==> src/hw/rtl/pidc_pkg.sv <==
`timescale 1ns / 1ps

package pidc_pkg;

  localparam int DATA_W    = 32;
  localparam int LIM_W     = 31;
  localparam int FRAC_W    = 16;
  localparam int CFG_IDX_W = 3;
  localparam int PROD_W    = 2 * DATA_W;
  localparam int TERM_W    = PROD_W - FRAC_W;
  localparam int SUM_W     = TERM_W + 2;
  localparam int DIV_NUM_W = DATA_W + 1 + FRAC_W;
  localparam int DIV_CNT_W = $clog2(DIV_NUM_W + 1);

  localparam logic [DIV_NUM_W-1:0] Q_NEG_LIM =
    {{(DIV_NUM_W-DATA_W){1'b0}}, 1'b1, {(DATA_W-1){1'b0}}};
  localparam logic [DIV_NUM_W-1:0] Q_POS_LIM = Q_NEG_LIM - 1'b1;

  localparam logic [CFG_IDX_W-1:0] REG_PROP_GAIN     = 3'd0;
  localparam logic [CFG_IDX_W-1:0] REG_INTEG_GAIN    = 3'd1;
  localparam logic [CFG_IDX_W-1:0] REG_DERIV_GAIN    = 3'd2;
  localparam logic [CFG_IDX_W-1:0] REG_SAMPLE_PERIOD = 3'd3;
  localparam logic [CFG_IDX_W-1:0] REG_INTEG_LIMIT   = 3'd4;
  localparam logic [CFG_IDX_W-1:0] REG_DRIVE_LIMIT   = 3'd5;

  localparam logic [LIM_W-1:0] PERIOD_RST = 31'd655;
  localparam logic [LIM_W-1:0] LIMIT_RST  = 31'h7FFF_FFFF;

  typedef enum logic [3:0] {
    S_IDLE,
    S_MUL_EDT,
    S_ADD_INT,
    S_MUL_P,
    S_MUL_I,
    S_ACC_I,
    S_WAIT_DIV,
    S_MUL_D,
    S_ACC_D,
    S_DONE
  } state_t;

  typedef enum logic [1:0] {
    MUL_EDT,
    MUL_P,
    MUL_I,
    MUL_D
  } mul_sel_t;

  typedef struct packed {
    logic busy;
    logic done;
  } div_sts_t;

  function automatic logic signed [DATA_W-1:0] clamp_sym(
    input logic signed [SUM_W-1:0] v,
    input logic [LIM_W-1:0] lim
  );
    logic signed [SUM_W-1:0] hi;
    logic signed [SUM_W-1:0] lo;
    logic signed [SUM_W-1:0] res;
    hi = $signed({{(SUM_W-LIM_W){1'b0}}, lim});
    lo = -hi;
    if (v > hi) begin
      res = hi;
    end else if (v < lo) begin
      res = lo;
    end else begin
      res = v;
    end
    return res[DATA_W-1:0];
  endfunction

endpackage

==> src/hw/rtl/pidc_div.sv <==
`timescale 1ns / 1ps

// restoring divider, one quotient bit per cycle: (diff << 16) / period, saturated
module pidc_div (
  input  logic                                  clk,
  input  logic                                  rst_n,
  input  logic                                  start,
  input  logic signed [pidc_pkg::DATA_W:0]      diff_i,
  input  logic        [pidc_pkg::LIM_W-1:0]     period_i,
  output pidc_pkg::div_sts_t                    sts_o,
  output logic signed [pidc_pkg::DATA_W-1:0]    deriv_o
);

  logic                                busy_r;
  logic                                done_r;
  logic                                neg_r;
  logic [pidc_pkg::DIV_CNT_W-1:0]      cnt_r;
  logic [pidc_pkg::DIV_NUM_W-1:0]      nq_r;
  logic [pidc_pkg::DIV_NUM_W-1:0]      nq_nxt;
  logic [pidc_pkg::LIM_W-1:0]          den_r;
  logic [pidc_pkg::LIM_W-1:0]          rem_r;
  logic [pidc_pkg::LIM_W-1:0]          rem_nxt;
  logic signed [pidc_pkg::DATA_W-1:0]  deriv_r;

  logic [pidc_pkg::DATA_W:0]           diff_mag;
  logic [pidc_pkg::LIM_W:0]            rem_sh;
  logic [pidc_pkg::LIM_W:0]            rem_sub;
  logic                                ge;
  logic [pidc_pkg::DATA_W-1:0]         sat_val;

  always_comb begin
    diff_mag = diff_i[pidc_pkg::DATA_W] ? (~diff_i + 1'b1) : diff_i;
    rem_sh   = {rem_r, nq_r[pidc_pkg::DIV_NUM_W-1]};
    rem_sub  = rem_sh - {1'b0, den_r};
    ge       = rem_sh >= {1'b0, den_r};
    rem_nxt  = ge ? rem_sub[pidc_pkg::LIM_W-1:0] : rem_sh[pidc_pkg::LIM_W-1:0];
    nq_nxt   = {nq_r[pidc_pkg::DIV_NUM_W-2:0], ge};
  end

  always_comb begin
    if (neg_r) begin
      if (nq_r > pidc_pkg::Q_NEG_LIM) begin
        sat_val = {1'b1, {(pidc_pkg::DATA_W-1){1'b0}}};
      end else begin
        sat_val = ~nq_r[pidc_pkg::DATA_W-1:0] + 1'b1;
      end
    end else begin
      if (nq_r > pidc_pkg::Q_POS_LIM) begin
        sat_val = {1'b0, {(pidc_pkg::DATA_W-1){1'b1}}};
      end else begin
        sat_val = nq_r[pidc_pkg::DATA_W-1:0];
      end
    end
  end

  always_ff @(posedge clk) begin
    if (!rst_n) begin
      busy_r <= 1'b0;
      done_r <= 1'b0;
      cnt_r  <= '0;
    end else if (start) begin
      busy_r <= 1'b1;
      done_r <= 1'b0;
      cnt_r  <= pidc_pkg::DIV_CNT_W'(pidc_pkg::DIV_NUM_W);
      neg_r  <= diff_i[pidc_pkg::DATA_W];
      nq_r   <= {diff_mag, {pidc_pkg::FRAC_W{1'b0}}};
      den_r  <= (period_i == '0) ? pidc_pkg::LIM_W'(1) : period_i;
      rem_r  <= '0;
    end else if (busy_r) begin
      if (cnt_r != '0) begin
        nq_r  <= nq_nxt;
        rem_r <= rem_nxt;
        cnt_r <= cnt_r - 1'b1;
      end else begin
        deriv_r <= $signed(sat_val);
        busy_r  <= 1'b0;
        done_r  <= 1'b1;
      end
    end
  end

  assign sts_o.busy = busy_r;
  assign sts_o.done = done_r;
  assign deriv_o    = deriv_r;

endmodule

==> src/hw/rtl/pid_controller_with_clamps_top.sv <==
`timescale 1ns / 1ps

// PID controller, Q16.16, with integral and drive clamps.
// Input channel: in_valid/in_ready carry one signed error sample per request.
// Output channel: out_valid/out_ready carry one clamped drive per request.
// Config port: cfg_we writes cfg_wdata into register cfg_index
// (0 prop gain, 1 integ gain, 2 deriv gain, 3 period, 4 integ limit,
// 5 drive limit); other indexes are ignored. Write only while idle.
// One request at a time: a shared 32x32 multiplier forms e*period and the
// three gain products in turn, while a radix-2 divider computes the
// derivative, one quotient bit per cycle over 49 bits plus a saturate step.
// The divider sets the pace: the sequencer waits in S_WAIT_DIV for its
// result, and a new request is taken only after the previous one is done.
// The result sits in an output register; in_ready returns as soon as it is
// loaded, so a stalled receiver holds only the finished drive. If the output
// register is still full when the next result is done, the sequencer waits.
// Reset clears gains to zero, period to 655, both limits to full scale,
// and the integral and last error to zero.
module pid_controller_with_clamps_top (
  input  logic                                    clk,
  input  logic                                    rst_n,
  input  logic                                    in_valid,
  output logic                                    in_ready,
  input  logic signed [pidc_pkg::DATA_W-1:0]      in_error_sample,
  output logic                                    out_valid,
  input  logic                                    out_ready,
  output logic signed [pidc_pkg::DATA_W-1:0]      out_drive,
  input  logic                                    cfg_we,
  input  logic [pidc_pkg::CFG_IDX_W-1:0]          cfg_index,
  input  logic [pidc_pkg::DATA_W-1:0]             cfg_wdata
);

  pidc_pkg::state_t                     state_r;
  pidc_pkg::state_t                     state_nxt;
  pidc_pkg::mul_sel_t                   mul_sel;
  logic                                 mul_en;

  logic signed [pidc_pkg::DATA_W-1:0]   prop_gain_r;
  logic signed [pidc_pkg::DATA_W-1:0]   integ_gain_r;
  logic signed [pidc_pkg::DATA_W-1:0]   deriv_gain_r;
  logic [pidc_pkg::LIM_W-1:0]           period_r;
  logic [pidc_pkg::LIM_W-1:0]           integ_limit_r;
  logic [pidc_pkg::LIM_W-1:0]           drive_limit_r;

  logic signed [pidc_pkg::DATA_W-1:0]   err_r;
  logic signed [pidc_pkg::DATA_W-1:0]   last_err_r;
  logic signed [pidc_pkg::DATA_W-1:0]   integ_r;
  logic signed [pidc_pkg::PROD_W-1:0]   prod_r;
  logic signed [pidc_pkg::PROD_W-1:0]   prod_nxt;
  logic signed [pidc_pkg::SUM_W-1:0]    sum_r;
  logic                                 out_valid_r;
  logic                                 out_valid_nxt;
  logic signed [pidc_pkg::DATA_W-1:0]   out_drive_r;

  logic signed [pidc_pkg::DATA_W-1:0]   mul_a;
  logic signed [pidc_pkg::DATA_W-1:0]   mul_b;
  logic [pidc_pkg::LIM_W-1:0]           dt_eff;
  logic signed [pidc_pkg::TERM_W-1:0]   term;
  logic signed [pidc_pkg::SUM_W-1:0]    term_ext;
  logic signed [pidc_pkg::SUM_W-1:0]    int_sum;
  logic                                 in_acc;
  logic                                 out_free;

  pidc_pkg::div_sts_t                   div_sts;
  logic signed [pidc_pkg::DATA_W-1:0]   deriv;

  assign in_acc   = in_valid && in_ready;
  assign out_free = !out_valid_r || out_ready;
  assign dt_eff   = (period_r == '0) ? pidc_pkg::LIM_W'(1) : period_r;

  pidc_div u_div (
    .clk      (clk),
    .rst_n    (rst_n),
    .start    (in_acc),
    .diff_i   ((pidc_pkg::DATA_W + 1)'(in_error_sample) -
               (pidc_pkg::DATA_W + 1)'(last_err_r)),
    .period_i (period_r),
    .sts_o    (div_sts),
    .deriv_o  (deriv)
  );

  always_comb begin
    state_nxt = state_r;
    case (state_r)
      pidc_pkg::S_IDLE:     if (in_valid) state_nxt = pidc_pkg::S_MUL_EDT;
      pidc_pkg::S_MUL_EDT:  state_nxt = pidc_pkg::S_ADD_INT;
      pidc_pkg::S_ADD_INT:  state_nxt = pidc_pkg::S_MUL_P;
      pidc_pkg::S_MUL_P:    state_nxt = pidc_pkg::S_MUL_I;
      pidc_pkg::S_MUL_I:    state_nxt = pidc_pkg::S_ACC_I;
      pidc_pkg::S_ACC_I:    state_nxt = pidc_pkg::S_WAIT_DIV;
      pidc_pkg::S_WAIT_DIV: if (div_sts.done) state_nxt = pidc_pkg::S_MUL_D;
      pidc_pkg::S_MUL_D:    state_nxt = pidc_pkg::S_ACC_D;
      pidc_pkg::S_ACC_D:    state_nxt = pidc_pkg::S_DONE;
      pidc_pkg::S_DONE:     if (out_free) state_nxt = pidc_pkg::S_IDLE;
      default:              state_nxt = pidc_pkg::S_IDLE;
    endcase
  end

  always_comb begin
    in_ready = 1'b0;
    mul_en   = 1'b0;
    mul_sel  = pidc_pkg::MUL_EDT;
    case (state_r)
      pidc_pkg::S_IDLE: begin
        in_ready = 1'b1;
      end
      pidc_pkg::S_MUL_EDT: begin
        mul_en  = 1'b1;
        mul_sel = pidc_pkg::MUL_EDT;
      end
      pidc_pkg::S_MUL_P: begin
        mul_en  = 1'b1;
        mul_sel = pidc_pkg::MUL_P;
      end
      pidc_pkg::S_MUL_I: begin
        mul_en  = 1'b1;
        mul_sel = pidc_pkg::MUL_I;
      end
      pidc_pkg::S_MUL_D: begin
        mul_en  = 1'b1;
        mul_sel = pidc_pkg::MUL_D;
      end
      default: begin
        in_ready = 1'b0;
      end
    endcase
  end

  // shared multiplier
  always_comb begin
    case (mul_sel)
      pidc_pkg::MUL_EDT: begin
        mul_a = err_r;
        mul_b = $signed({1'b0, dt_eff});
      end
      pidc_pkg::MUL_P: begin
        mul_a = prop_gain_r;
        mul_b = err_r;
      end
      pidc_pkg::MUL_I: begin
        mul_a = integ_gain_r;
        mul_b = integ_r;
      end
      pidc_pkg::MUL_D: begin
        mul_a = deriv_gain_r;
        mul_b = deriv;
      end
      default: begin
        mul_a = err_r;
        mul_b = err_r;
      end
    endcase
    prod_nxt = pidc_pkg::PROD_W'(mul_a) * pidc_pkg::PROD_W'(mul_b);
  end

  // floor(prod / 2^16)
  assign term     = prod_r[pidc_pkg::PROD_W-1:pidc_pkg::FRAC_W];
  assign term_ext = pidc_pkg::SUM_W'(term);
  assign int_sum  = pidc_pkg::SUM_W'(integ_r) + term_ext;

  always_comb begin
    out_valid_nxt = out_valid_r;
    if (out_valid_r && out_ready) begin
      out_valid_nxt = 1'b0;
    end
    if (state_r == pidc_pkg::S_DONE && out_free) begin
      out_valid_nxt = 1'b1;
    end
  end

  always_ff @(posedge clk) begin
    if (!rst_n) begin
      state_r     <= pidc_pkg::S_IDLE;
      out_valid_r <= 1'b0;
      integ_r     <= '0;
      last_err_r  <= '0;
    end else begin
      state_r     <= state_nxt;
      out_valid_r <= out_valid_nxt;
      if (in_acc) begin
        err_r      <= in_error_sample;
        last_err_r <= in_error_sample;
      end
      if (mul_en) begin
        prod_r <= prod_nxt;
      end
      case (state_r)
        pidc_pkg::S_ADD_INT: integ_r <= pidc_pkg::clamp_sym(int_sum, integ_limit_r);
        pidc_pkg::S_MUL_I:   sum_r   <= term_ext;
        pidc_pkg::S_ACC_I:   sum_r   <= sum_r + term_ext;
        pidc_pkg::S_ACC_D:   sum_r   <= sum_r + term_ext;
        pidc_pkg::S_DONE: begin
          if (out_free) begin
            out_drive_r <= pidc_pkg::clamp_sym(sum_r, drive_limit_r);
          end
        end
        default: begin
          sum_r <= sum_r;
        end
      endcase
    end
  end

  always_ff @(posedge clk) begin
    if (!rst_n) begin
      prop_gain_r   <= '0;
      integ_gain_r  <= '0;
      deriv_gain_r  <= '0;
      period_r      <= pidc_pkg::PERIOD_RST;
      integ_limit_r <= pidc_pkg::LIMIT_RST;
      drive_limit_r <= pidc_pkg::LIMIT_RST;
    end else if (cfg_we) begin
      case (cfg_index)
        pidc_pkg::REG_PROP_GAIN:     prop_gain_r   <= $signed(cfg_wdata);
        pidc_pkg::REG_INTEG_GAIN:    integ_gain_r  <= $signed(cfg_wdata);
        pidc_pkg::REG_DERIV_GAIN:    deriv_gain_r  <= $signed(cfg_wdata);
        pidc_pkg::REG_SAMPLE_PERIOD: period_r      <= cfg_wdata[pidc_pkg::LIM_W-1:0];
        pidc_pkg::REG_INTEG_LIMIT:   integ_limit_r <= cfg_wdata[pidc_pkg::LIM_W-1:0];
        pidc_pkg::REG_DRIVE_LIMIT:   drive_limit_r <= cfg_wdata[pidc_pkg::LIM_W-1:0];
        default: begin
          prop_gain_r <= prop_gain_r;
        end
      endcase
    end
  end

  assign out_valid = out_valid_r;
  assign out_drive = out_drive_r;

  // a request keeps the sequencer busy
  a_busy_after_accept: assert property (@(posedge clk) disable iff (!rst_n)
    in_valid && in_ready |=> !in_ready)
    else $error("in_ready high right after a request");

  // sequencer holds until the derivative is ready
  a_wait_div: assert property (@(posedge clk) disable iff (!rst_n)
    state_r == pidc_pkg::S_WAIT_DIV && !div_sts.done |=> state_r == pidc_pkg::S_WAIT_DIV)
    else $error("left divider wait early");

  // divider result is not flagged while it still iterates
  a_div_done_idle: assert property (@(posedge clk) disable iff (!rst_n)
    div_sts.done |-> !div_sts.busy)
    else $error("divider done while busy");

endmodule
==> config.mk <==
export PLATFORM = sky130hd
export DESIGN_NAME = pid_controller_with_clamps_top
export DESIGN_NICKNAME = d
export VERILOG_FILES = /design/src/hw/rtl/pidc_pkg.sv /design/src/hw/rtl/pidc_div.sv /design/src/hw/rtl/pid_controller_with_clamps_top.sv
export SDC_FILE = /design/constraint.sdc
export NUM_CORES = 2
export LEC_CHECK = 0
export ABC_AREA = 1
export BUFFER_PORTS_ARGS = -buffer_cell sky130_fd_sc_hd__buf_2
export CAP_MARGIN = 20
export CORE_MARGIN = 5
export CORE_UTILIZATION = 30
export CTS_CLUSTER_DIAMETER = 40
export DETAILED_ROUTE_END_ITERATION = 12
export SYNTH_ARGS = -nofsm -noshare
export SYNTH_HDL_FRONTEND = slang
export SYNTH_HIERARCHICAL = 1
export SYNTH_SLANG_ARGS = --single-unit
export TNS_END_PERCENT = 50
==> constraint.sdc <==
create_clock -name clk -period 24.1 [get_ports clk]
set_clock_uncertainty 0.05 [all_clocks]
set_input_delay 2.41 -clock clk [delete_from_list [all_inputs] [get_ports clk]]
set_output_delay 2.41 -clock clk [all_outputs]
set_load 0.03 [all_outputs]
Word level (Yosys, flattened, before mapping)
Cells that the tools add are included.
{"block": "classes", "muxes": 33, "addsub": 9, "n_lt_le_gt_ge": 7, "n_mul": 1, "n_bitwise": 5, "reduce_logical": 33, "n_eq_ne": 20}
{"cell": "32-bit one-hot mux with 4 select lines", "n": 2}
{"cell": "32-bit two-way mux", "n": 6}
{"cell": "31-bit two-way mux", "n": 5}
{"cell": "49-bit two-way mux", "n": 3}
{"cell": "31-bit negator with 50-bit output", "n": 2}
{"cell": "50-bit one-hot mux with 2 select lines", "n": 1}
{"cell": "32-bit by 32-bit multiplier with 64-bit output", "n": 1}
{"cell": "50-bit by 48-bit adder with 50-bit output", "n": 1}
{"cell": "50-bit by 32-bit > comparator with 1-bit output", "n": 1}
{"cell": "49-bit by 50-bit < comparator with 1-bit output", "n": 1}
{"cell": "50-bit < comparator", "n": 1}
{"cell": "32-bit by 48-bit adder with 49-bit output", "n": 1}
{"cell": "49-bit by 31-bit > comparator with 1-bit output (second input constant)", "n": 1}
{"cell": "49-bit by 32-bit > comparator with 1-bit output", "n": 1}
{"cell": "49-bit by 32-bit > comparator with 1-bit output (second input constant)", "n": 1}
{"cell": "4-bit one-hot mux with 10 select lines", "n": 1}
{"cell": "33-bit by 1-bit adder with 33-bit output (second input constant)", "n": 1}
{"cell": "33-bit two-way mux", "n": 1}
{"cell": "33-bit NOT", "n": 1}
{"cell": "32-bit by 32-bit subtractor with 33-bit output", "n": 1}
{"cell": "32-bit by 1-bit adder with 32-bit output (second input constant)", "n": 1}
{"cell": "32-bit by 31-bit greater-or-equal comparator with 1-bit output", "n": 1}
{"cell": "32-bit NOT", "n": 1}
{"cell": "31-bit logical NOT", "n": 1}
{"cell": "31 further kinds", "n": 71}
{"block": "totals", "out_inout_bits": 34, "wordCells": 133, "reg_bits": 588}

Longest topological paths before layout
{"block": "depth", "word_depth": 5, "depth_mapped": 40}

Cells and area by module
Netlist, hierarchy kept.
{"mod": "pid_controller_with_clamps_top", "seq_area_each_um2": 10029.6, "cells_each": 8741, "n_inst": 1, "area_each_um2": 67170.7}
{"mod": "pidc_div", "seq_area_each_um2": 4484.3, "cells_each": 1517, "n_inst": 1, "area_each_um2": 10921.7}

Worst setup path after synthesis
Ideal clock, no wire load.
{"block": "synth_path", "path_type": "register -> register", "from": "register state_r[0]", "to": "register prod_r[62] (netlist name) (data pin)", "stages_incl_launch_ff": 34, "path_buffers": 3, "arrival_time_ps": 8699, "t_required_ps": 23791, "setup_ps": 259, "setup_slack_ps": 15092, "path_cell_list": "dfxtp_1 -> nor2_1 -> inv_2 -> nor2_4 -> inv_2 -> nand2_2 -> buf_4 -> buf_2 -> nor2_1 -> nor2_1 -> clkbuf_1 -> nor2_1 -> fa_1 -> inv_1 -> fa_1 -> inv_1 -> fa_1 -> fa_1 -> inv_1 -> fa_1 -> inv_1 -> fa_1 -> inv_1 -> fa_1 -> fa_1 -> inv_1 -> ha_1 -> a21oi_1 -> o21a_1 -> a21boi_0 -> o2bb2ai_1 -> a2111oi_0 -> nand2_1 -> xor2_1"}
{"block": "synth_via", "elab_chain_cells": 5}
{"item": "start: declaration", "line": "pid_controller_with_clamps_top.sv:33", "rtl": "pidc_pkg::state_t state_r;"}
{"item": "start signal: assignment", "line": "pid_controller_with_clamps_top.sv:173", "rtl": "state_r <= pidc_pkg::S_IDLE;"}
{"item": "start signal: assignment", "line": "pid_controller_with_clamps_top.sv:178", "rtl": "state_r <= state_nxt;"}
{"item": "4-bit by 3-bit == test with 1-bit output / 4-bit by 2-bit == test with 1-bit output (equally long branches)", "line": "pid_controller_with_clamps_top.sv:103", "rtl": "case (state_r)"}
{"item": "2-bit one-hot mux with 3 select lines (*)", "line": "pid_controller_with_clamps_top.sv:103"}
{"item": "2-bit == test, or another cell as far along", "line": "pid_controller_with_clamps_top.sv:131", "rtl": "case (mul_sel)"}
{"item": "32-bit one-hot mux with 4 select lines", "line": "pid_controller_with_clamps_top.sv:131"}
{"item": "32-bit by 32-bit multiplier with 64-bit output (*)", "line": "pid_controller_with_clamps_top.sv:153", "rtl": "prod_nxt = pidc_pkg::PROD_W'(mul_a) * pidc_pkg::PROD_W'(mul_b);"}
{"item": "named net prod_nxt, one bit", "line": "pid_controller_with_clamps_top.sv:49", "rtl": "logic signed [pidc_pkg::PROD_W-1:0] prod_nxt;"}
{"item": "end signal: assignment", "line": "pid_controller_with_clamps_top.sv:185", "rtl": "prod_r <= prod_nxt;"}
{"item": "end: declaration", "line": "pid_controller_with_clamps_top.sv:48", "rtl": "logic signed [pidc_pkg::PROD_W-1:0] prod_r;"}
Mark *: on every way through the listed nets, which the timed path passes. The rest lies on a longest branch.
A chain may end at the register's enable or synchronous reset.

Worst setup path after layout
{"block": "layout_path", "from": "register state_r[3]", "to": "register prod_r[62] (netlist name) (data pin)"}
Same word-level chain as after synthesis.

==> flow_summary_export.csv <==
group,metric,value,unit
sta,rsz0062_at_grt,"false",
drt,via_per_inst,5.008,
drt,antenna_left,0,
floorplanning,dieHeight,520.2,um
sta,period_share,0.4806,
run_status,violations,"DRC",
critical_path,worstSetupPathType,"flip-flop to flip-flop",
cells_and_area,post-route-util,0.3311,
job,drv_cap,0,
drt,via_count,68680,
global_route,grt_usage,0.2082,
floorplanning,die_x,520.2,um
clock_tree,clockBufferDepth,3,
floorplanning,dieArea,270600,um2
clock_tree,cts_made_buffers,91,
critical_path,cp_common_cell,"fa_1",
place,routabilityCongestion,0.9875,
cells_and_area,regArea,14510,um2
drt,drt_first_pass_iters,10,
hold_path,hp-class,"flip-flop to flip-flop",
clock_tree,cts-root-buf,"clkbuf_16",
floorplanning,initial_utilization,0.3012,
synthesis,syn_inst,10260,
drt,drcViolationCount,2,
drt,wire_per_inst,20.95,um
critical_path,critPathMaxStageDelay,0.92,ns
clock_tree,clk_latency,0.69,ns
floorplanning,num_rows,187,
sta,fmax,86.35,MHz
sta,period_needed,11.58,ns
clock_tree,clkTransAtPathRegs,0.06,ns
global_route,grt_pass1_wl,430700,um
critical_path,cp_slowest_cell,"fa_1",
cells_and_area,final_common_cell,"nand2_1",
critical_path,crit_path_max_fanout,62,
critical_path,path_buf_inv,12,
clock_tree,post-cts-setup-buffer-count,0,
critical_path,startpoint_type,"flip-flop",
sta,setup_viol,0,
clock_tree,post_cts_resized,0,
cells_and_area,multi_input_area,54770,um2
synthesis,synth.net_count,11920,
critical_path,cp_top_family,"adder cells",
synthesis,syn_area,78080,um2
floorplanning,ios,106,
critical_path,cp-end-kind,"flip-flop",
place,dpl.hpwl,228500,um
synthesis,synth_area_per_cell,7.613,um2
floorplanning,design.core.area,259200,um2
place,port_buffers,105,
clock_tree,clock_sinks,572,
drt,drt_wl_total,287300,um
clock_tree,h-tree-depth,3,
drt,drtIter0Drc,7123,
sta,worst_slew_pin_slew,1.140,ns
cells_and_area,final_area,85830,um2
cells_and_area,syn_to_final_growth,9.920,%
global_route,grt_antenna_before_repair,33,
place,place_area,82540,um2
critical_path,cp.required,24.47,ns
global_route,grt_max_degree,82,
sta,finalHoldViolCount,0,
cells_and_area,layout-drive-gt1-share,0.05847,
clock_tree,cts_tree,"built",
cells_and_area,fillers,27660,
synthesis,yosys_warnings,6,
clock_tree,hold_buffers,0,
run_status,status,"complete, but fails checks",
global_route,first_global_vias,67610,
sta,finalMaxSlewViolations,0,
global_route,grt-ovfl-total,0,
sta,slew-limit-headroom,0.2354,
cells_and_area,finalNetCount,11880,
critical_path,arrival,11.95,ns
cells_and_area,layout_common_cells,"2100 x nand2_1, 1966 x inv_1, 1344 x nor2_1",
place,pre_cts_ws,12.59,ns
sta,setup_ws,12.52,ns
sta,setup_tns,0,ns
state kept, by name, summed over array words and instances (netlist names), 4 cells and up:
register       count
integ_r           32
u_div/den_r       31
u_div/cnt_r        6
period_r          31
prop_gain_r       32
integ_limit_r     31
out_drive         32
u_div/rem_r       31
drive_limit_r     31
u_div/nq_r        49
last_err_r        32
err_r             32
u_div/deriv_o     32
prod_r            48
integ_gain_r      32
sum_r             50
state_r            4
deriv_gain_r      32
layout make-up:
class / instances / area share
clock buffer: 102 / 0.02761
tap: 3402 / 0.04959
antenna: 14 / 0.0004082
multi-input combinational: 7306 / 0.6381
sequential: 572 / 0.1691
timing repair buffer: 220 / 0.01725
clock inverter: 67 / 0.009184
inverter: 2029 / 0.08879
layer usage:
metal	vias up	track usage	routed length (um)
met1	33330	0.2884	124100
met4	14	0.06219	10310
met5	-	0	85
met3	516	0.06030	31990
li1	31750	-	-
met2	3069	0.3144	120900
per-stage QoR:
step | hold WS (ns) | instances
after floorplan | 0.3797 | 10260
after global placement | 0.3889 | 13520
after detailed placement | 0.3937 | 13530
after CTS | 0.4030 | 13690
after global routing | 0.4207 | 13700
final | 0.4051 | 13710
worst min-delay path, delay by kind of cell (launching register included):
| family | cells | cell delay (ns) |
|---|---|---|
| buffers and inverters | 1 | 0.06 |
| flip-flops | 1 | 0.30 |
| AO/OA/AOI/OAI | 1 | 0.05 |
path summary, 6_finish.rpt:
kind	slack [ns]	from	endpoint	cells past startpoint
min reg2reg	0.41	deriv_gain_r[31]	deriv_gain_r[31]	2
max	12.52	state_r[3]	prod_r[62]	33
max reg2reg	12.52	state_r[3]	prod_r[62]	33
min	0.41	deriv_gain_r[31]	deriv_gain_r[31]	2
Power is left out: the tool's default activity adds up to more than one toggle a clock period on the data nets, which glitch-free logic cannot reach.
